<file path="config.mk">
export PLATFORM = sky130hd
export DESIGN_NAME = double_ended_queue_top
export DESIGN_NICKNAME = d
export VERILOG_FILES = /design/src/dq_pkg.sv /design/src/double_ended_queue_top.sv /design/src/dq_cell.sv
export SDC_FILE = /design/constraint.sdc
export NUM_CORES = 1
export LEC_CHECK = 0
export BUFFER_PORTS_ARGS = -buffer_cell sky130_fd_sc_hd__buf_2
export CAP_MARGIN = 0
export CORE_UTILIZATION = 40
export DETAILED_ROUTE_END_ITERATION = 7
export PLACE_DENSITY = 0.59
export SYNTH_ARGS = -nofsm -noshare
export SYNTH_HDL_FRONTEND = slang
export SYNTH_HIERARCHICAL = 1
export SYNTH_SLANG_ARGS = --single-unit
export TNS_END_PERCENT = 30
</file>
<file path="constraint.sdc">
create_clock -name clock -period 8.1 [get_ports clock]
set_input_delay 0.81 -clock clock [delete_from_list [all_inputs] [get_ports clock]]
set_output_delay 0.81 -clock clock [all_outputs]
set_load 0.02 [all_outputs]
</file>
<file path="src/dq_pkg.sv">
package dq_pkg;

   localparam int CAPACITY_DEF = 16;
   localparam int DATA_W       = 32;
   localparam int OP_W         = 2;
   localparam int STATUS_W     = 2;

   localparam logic [DATA_W-1:0] POP_EMPTY_VALUE = '1;

   typedef enum logic [OP_W-1:0] {
      OP_PUSH_BACK  = 2'd0,
      OP_PUSH_FRONT = 2'd1,
      OP_POP_FRONT  = 2'd2,
      OP_CLEAR      = 2'd3
   } op_type;

   typedef enum logic [STATUS_W-1:0] {
      ST_OK    = 2'd0,
      ST_FULL  = 2'd1,
      ST_EMPTY = 2'd2
   } status_type;

   // the action that every cell is given
   typedef enum logic [1:0] {
      ACT_HOLD,
      ACT_TO_BACK,
      ACT_TO_FRONT,
      ACT_LOAD_TAIL
   } action_type;

   typedef struct packed {
      action_type        action;
      logic [DATA_W-1:0] value;
   } cell_cmd_type;

endpackage

</file>
<file path="src/double_ended_queue_top.sv">
// Bounded deque of signed 32-bit values, built as a row of CAPACITY cells
// with cell 0 at the front.
// Request channel (req_valid/req_ready): req_op selects push back, push
// front, pop front or clear; req_value is the value to push.
// Response channel (rsp_valid/rsp_ready): one response per request with the
// popped value, a status (ok, full, empty) and the occupancy afterwards.
// Push front and pop move every cell one place at once; push back loads the
// first free cell.
// The response is registered: it is valid in the cycle after the request transfer.
// Throughput: one request per cycle, set by the response register, as long
// as rsp_ready stays high.
// When the receiver stalls, the response is held and req_ready falls until
// the response transfers; it rises again in that same cycle.
// Reset clears the occupancy count and the response valid flag; cell
// contents are left as they are and are never read before being written.
module double_ended_queue_top #(
   parameter int CAPACITY = dq_pkg::CAPACITY_DEF,
   parameter int CNT_W    = $clog2(CAPACITY + 1)
) (
   input  logic                        clock,
   input  logic                        reset,
   input  logic                        req_valid,
   output logic                        req_ready,
   input  logic [dq_pkg::OP_W-1:0]     req_op,
   input  logic signed [dq_pkg::DATA_W-1:0] req_value,
   output logic                        rsp_valid,
   input  logic                        rsp_ready,
   output logic signed [dq_pkg::DATA_W-1:0] rsp_value_out,
   output logic [dq_pkg::STATUS_W-1:0] rsp_status,
   output logic [CNT_W-1:0]            rsp_occupancy
);
   import dq_pkg::*;

   localparam logic [CNT_W-1:0] FULL_COUNT = CNT_W'(CAPACITY);

   logic [CNT_W-1:0]  count_ff;
   logic [CNT_W-1:0]  count_in;
   logic              rsp_valid_ff;
   logic              rsp_valid_in;
   logic [DATA_W-1:0] rsp_value_ff;
   logic [DATA_W-1:0] rsp_value_in;
   status_type        rsp_status_ff;
   status_type        rsp_status_in;
   logic [CNT_W-1:0]  rsp_occupancy_ff;

   cell_cmd_type      cmd;
   logic [DATA_W-1:0] cell_data [CAPACITY];
   logic              transfer;
   logic              full;
   logic              empty;

   assign req_ready = !rsp_valid_ff || rsp_ready;
   assign transfer  = req_valid && req_ready;
   assign full      = (count_ff == FULL_COUNT);
   assign empty     = (count_ff == '0);

   always_comb begin
      cmd.action    = ACT_HOLD;
      cmd.value     = req_value;
      count_in      = count_ff;
      rsp_status_in = ST_OK;
      rsp_value_in  = '0;
      if (transfer) begin
         case (op_type'(req_op))
            OP_PUSH_BACK: begin
               if (full) begin
                  rsp_status_in = ST_FULL;
               end else begin
                  cmd.action = ACT_LOAD_TAIL;
                  count_in   = count_ff + 1'b1;
               end
            end
            OP_PUSH_FRONT: begin
               if (full) begin
                  rsp_status_in = ST_FULL;
               end else begin
                  cmd.action = ACT_TO_BACK;
                  count_in   = count_ff + 1'b1;
               end
            end
            OP_POP_FRONT: begin
               if (empty) begin
                  rsp_status_in = ST_EMPTY;
                  rsp_value_in  = POP_EMPTY_VALUE;
               end else begin
                  rsp_value_in = cell_data[0];
                  cmd.action   = ACT_TO_FRONT;
                  count_in     = count_ff - 1'b1;
               end
            end
            OP_CLEAR: begin
               count_in = '0;
            end
            default: begin
               count_in = count_ff;
            end
         endcase
      end
   end

   always_comb begin
      rsp_valid_in = rsp_valid_ff;
      if (transfer) begin
         rsp_valid_in = 1'b1;
      end else if (rsp_ready) begin
         rsp_valid_in = 1'b0;
      end
   end

   always_ff @(posedge clock) begin
      if (reset) begin
         count_ff     <= '0;
         rsp_valid_ff <= 1'b0;
      end else begin
         count_ff     <= count_in;
         rsp_valid_ff <= rsp_valid_in;
      end
   end

   always_ff @(posedge clock) begin
      if (transfer) begin
         rsp_value_ff     <= rsp_value_in;
         rsp_status_ff    <= rsp_status_in;
         rsp_occupancy_ff <= count_in;
      end
   end

   // cell 0 takes the pushed value on push front, the last cell keeps its own on pop
   for (genvar i = 0; i < CAPACITY; i++) begin : g_cell
      logic [DATA_W-1:0] from_front;
      logic [DATA_W-1:0] from_back;
      if (i == 0) begin : g_head
         assign from_front = req_value;
      end else begin : g_body
         assign from_front = cell_data[i-1];
      end
      if (i == CAPACITY - 1) begin : g_tail
         assign from_back = cell_data[i];
      end else begin : g_inner
         assign from_back = cell_data[i+1];
      end
      dq_cell #(
         .INDEX (i),
         .CNT_W (CNT_W)
      ) u_cell (
         .clock      (clock),
         .cmd        (cmd),
         .count      (count_ff),
         .from_front (from_front),
         .from_back  (from_back),
         .data       (cell_data[i])
      );
   end

   assign rsp_valid     = rsp_valid_ff;
   assign rsp_value_out = rsp_value_ff;
   assign rsp_status    = rsp_status_ff;
   assign rsp_occupancy = rsp_occupancy_ff;

endmodule

</file>
<file path="src/dq_cell.sv">
module dq_cell #(
   parameter int INDEX = 0,
   parameter int CNT_W = 5
) (
   input  logic                      clock,
   input  dq_pkg::cell_cmd_type      cmd,
   input  logic [CNT_W-1:0]          count,
   input  logic [dq_pkg::DATA_W-1:0] from_front,
   input  logic [dq_pkg::DATA_W-1:0] from_back,
   output logic [dq_pkg::DATA_W-1:0] data
);
   import dq_pkg::*;

   localparam logic [CNT_W-1:0] MY_INDEX = CNT_W'(INDEX);

   logic [DATA_W-1:0] data_ff;
   logic [DATA_W-1:0] data_in;

   always_comb begin
      data_in = data_ff;
      case (cmd.action)
         ACT_TO_BACK:   data_in = from_front;
         ACT_TO_FRONT:  data_in = from_back;
         ACT_LOAD_TAIL: begin
            // only the first free cell takes the value
            if (count == MY_INDEX) begin
               data_in = cmd.value;
            end
         end
         default:       data_in = data_ff;
      endcase
   end

   always_ff @(posedge clock) begin
      data_ff <= data_in;
   end

   assign data = data_ff;

endmodule

</file>
==> flow_metrics.py <==
metrics = {
    "run_status": {
        "status": "finished, final reports clean",
    },
    "worst_setup_path": {
        "crit_path_max_incr_delay_ns": 1.02,
        "ff2ff_setup_slack_ns": 3.61,
        "crit_top_cell": "ha_1",
        "cp.required_ns": 8.47,
        "worstSetupPathType": "reg -> reg",
        "crit_path_end_kind": "register",
        "worstPathCellList": "inv_1 > ha_1 > or3b_1 > o21ai_4 > a211oi_4 > buf_4 > ha_1 > nor2_4 > a21o_1",
        "r2r_cells": 9,
        "crit_slowest_cell": "ha_1",
        "timing.rr.start": "count_ff[0]",
        "cp.arrival_ns": 4.86,
        "worst_setup_path_start_kind": "register",
        "regToRegEndpoint": "g_cell[1].u_cell/data[27]",
        "path_max_fanout": 33,
    },
    "global_route": {
        "grt_pass1_vias": 17115,
        "grt_overflow_total": 0,
        "grt_max_degree": 39,
        "grtUsageTotal_pct": 16.8,
        "antenna_found_initial": 2,
        "grt_pass1_wl_um": 98700,
    },
    "cells_and_area": {
        "final_cells": 3045,
        "post-route-util_pct": 43.6,
        "final_area_um2": 31200,
        "syn2layout_area_growth_pct": 7.90,
        "fin_nets": 2119,
        "drive_above_1_share_pct": 15.4,
    },
    "run": {
        "drv_cap": 0,
    },
    "cts": {
        "clk_pin_slew_ns": 0.06,
        "root_buffer": "clkbuf_16",
        "ctsResizeCount": 0,
        "clkSinkCount": 557,
        "postCtsSetupRepairBufs": 0,
        "insertion_delay_ns": 0.63,
        "cts_tree": "built",
        "cts_hold_buf": 0,
        "max-clock-path-buffers": 3,
        "ctsHtreeMaxLevel": 2,
        "cts_buffers": 61,
    },
    "worst_hold_path": {
        "hold_depth": 3,
        "min_to": "rsp_valid",
        "hp-start": "req_valid",
        "hold_class": "in -> reg",
    },
    "logic_synthesis": {
        "yosysWarnings": 6,
        "synth_compound_area_share_pct": 30.8,
        "synthXorXnorAreaFrac_pct": 0,
        "synthFlopType": "edfxtp_1",
        "synth_top_area_cell": "edfxtp_1",
        "synth_top_family_by_area": "compound AO/OA/AOI/OAI gates",
        "yosys.area_share.adder_pct": 1.52,
        "synth_top_area_share_pct": 57.3,
        "syn_nets": 2115,
        "yosysMostFrequentCell": "edfxtp_1",
        "syn_area_per_cell_um2": 14.2,
        "synth_common_cells": "edfxtp_1, a21o_1, a22o_1",
        "synthMuxAreaShare_pct": 0.0346,
        "synth_cells": 2042,
        "yosys.area_share.simple_pct": 3.52,
        "synth_edf_count": 551,
        "ys_ff_latch": 557,
        "ys_top_cells_by_area": "edfxtp_1, a22o_1, a21o_1",
        "async_flop_share_pct": 0,
        "ys_seq_area_share_pct": 57.7,
        "netlist_area_um2": 28900,
        "netlist-cell-type-count": 53,
    },
    "detailed_routing": {
        "via_count": 17201,
        "finalWirelength_um": 62300,
        "first_pass_iters": 7,
        "routed_via_density": 5.65,
        "dr.first_iter.drc_count": 1233,
        "drc": 0,
        "detail-route-antenna-nets": 0,
        "wl_per_cell_um": 20.5,
    },
    "power_and_ir_drop": {
        "cellLeakagePower_nw": 13.1,
        "total_power_mw": 7.18,
        "cellPowerDensity_nw_per_um2": 230,
        "max-vdd-ir-drop_mv": 0.164,
    },
    "sta": {
        "finalSetupTns_ns": 0,
        "worstMarginPinSlew_ns": 1.29,
        "final-hold-violation-count": 0,
        "fin_skew_ns": 0.0362,
        "min_period_ns": 4.49,
        "maxSlewHeadroom_pct": 14.3,
        "setup_viol": 0,
        "slew_violations": 0,
        "fmax_ghz": 0.223,
        "rsz0062_at_grt": "false",
        "whs_ns": 0.442,
        "min_period_over_period_pct": 55.4,
        "fin_ws_ns": 3.61,
    },
    "floorplan": {
        "rows": 98,
        "start_util_pct": 40.4,
        "pin_count": 79,
        "die-area_um2": 73300,
        "die_w_um": 271,
        "fp.dieH_um": 271,
        "core-area_um2": 71500,
    },
    "placed_design": {
        "placed_area_um2": 29300,
        "hpwl_um": 47100,
        "io_buffers": 78,
        "pre_cts_ws_ns": 3.63,
        "post-place-cells": 2932,
        "place_congestion": 0.814,
    },
}
==> worst max-delay path: cells and delay by family (launching register included) <==
family,cells,cell delay [ns]
compound gates,3,0.69
buf+inv,2,0.58
simple gates,2,0.80
flops,1,0.84
fa+ha+maj,2,1.30
==> layout by cell type, fill, tap and decap left out, types with 2 or more instances in the layout <==
| master | count |
|---|---|
| edfxtp_1 | 551 |
| a21o_1 | 512 |
| a22o_1 | 482 |
| buf_2 | 78 |
| clkbuf_16 | 63 |
| buf_4 | 50 |
| nand2_1 | 48 |
| nor2_4 | 45 |
| ha_1 | 35 |
| a21oi_2 | 30 |
| o21ai_0 | 25 |
| inv_1 | 23 |
| clkbuf_1 | 16 |
| clkinv_2 | 15 |
| clkinv_1 | 12 |
| o32ai_4 | 12 |
| o21ai_1 | 9 |
| or3b_1 | 7 |
| nor2_1 | 6 |
| nand3_1 | 6 |
| nand2b_1 | 5 |
| nor3_1 | 5 |
| a21oi_1 | 5 |
| dfxtp_1 | 5 |
| bufinv_16 | 4 |
| nand3b_1 | 4 |
| or4b_4 | 3 |
| o22ai_2 | 3 |
| o21ai_4 | 2 |
| a31oi_1 | 2 |
| a41oi_1 | 2 |
| or3_1 | 2 |
==> state kept, by name, indices dropped and copies added, names as in the netlist <==
name and cells:
g_cell.u_cell/data 512, rsp_status 2, count_ff 5, rsp_valid 1, rsp_occupancy 5, rsp_value_out 32
==> how the worst max path moves through the flow <==
stage / cells past startpoint / endpoint / from
2_1_floorplan: 11 / g_cell[11].u_cell/data[0] / count_ff[0]
3_3_place_gp: 9 / g_cell[1].u_cell/data[8] / count_ff[0]
3_5_place_dp: 9 / g_cell[1].u_cell/data[20] / count_ff[0]
4_1_cts: 9 / g_cell[1].u_cell/data[31] / count_ff[0]
5_1_grt: 9 / g_cell[1].u_cell/data[25] / count_ff[0]
6_report: 9 / g_cell[1].u_cell/data[27] / count_ff[0]
==> final cells by class <==
class,count,area (um^2)
Tap cell,950,1190
Fill cell,6520,40300
Antenna cell,1,2.50
Clock buffer,78,1610
Multi-Input combinational cell,1272,10500
Timing Repair Buffer,129,791
Inverter,25,93.8
Clock inverter,33,283
Sequential cell,557,16700
==> report_power, final <==
part           switching (mW)  internal [mW]  leakage [nW]  total, mW
sequential              0.185           3.57          5.28       3.75
combinational           0.446          0.345          6.89      0.791
clock                    1.11           1.52         0.931       2.64
==> cell families after synthesis <==
| family | count (synthesis) |
|---|---|
| AO/OA/AOI/OAI | 1095 |
| flip-flops | 557 |
| buffers and inverters | 213 |
| AND/OR/NAND/NOR | 141 |
| adder cells (fa/ha/maj) | 35 |
| multiplexers | 1 |
==> per-layer routing <==
| layer | global-route usage (%) | share of wire, % | routed length (um) | up-vias |
|---|---|---|---|---|
| met3 | 2.20 | 5.3 | 3320 | 75 |
| met2 | 26.0 | 44 | 27200 | 474 |
| met4 | 3.90 | 1.7 | 1060 | 0 |
| met5 | 0 | 0 | 0 | - |
| met1 | 25.0 | 49 | 30800 | 8398 |
| li1 | - | - | - | 8254 |
Note: power is estimated with default switching activity, not from simulation.
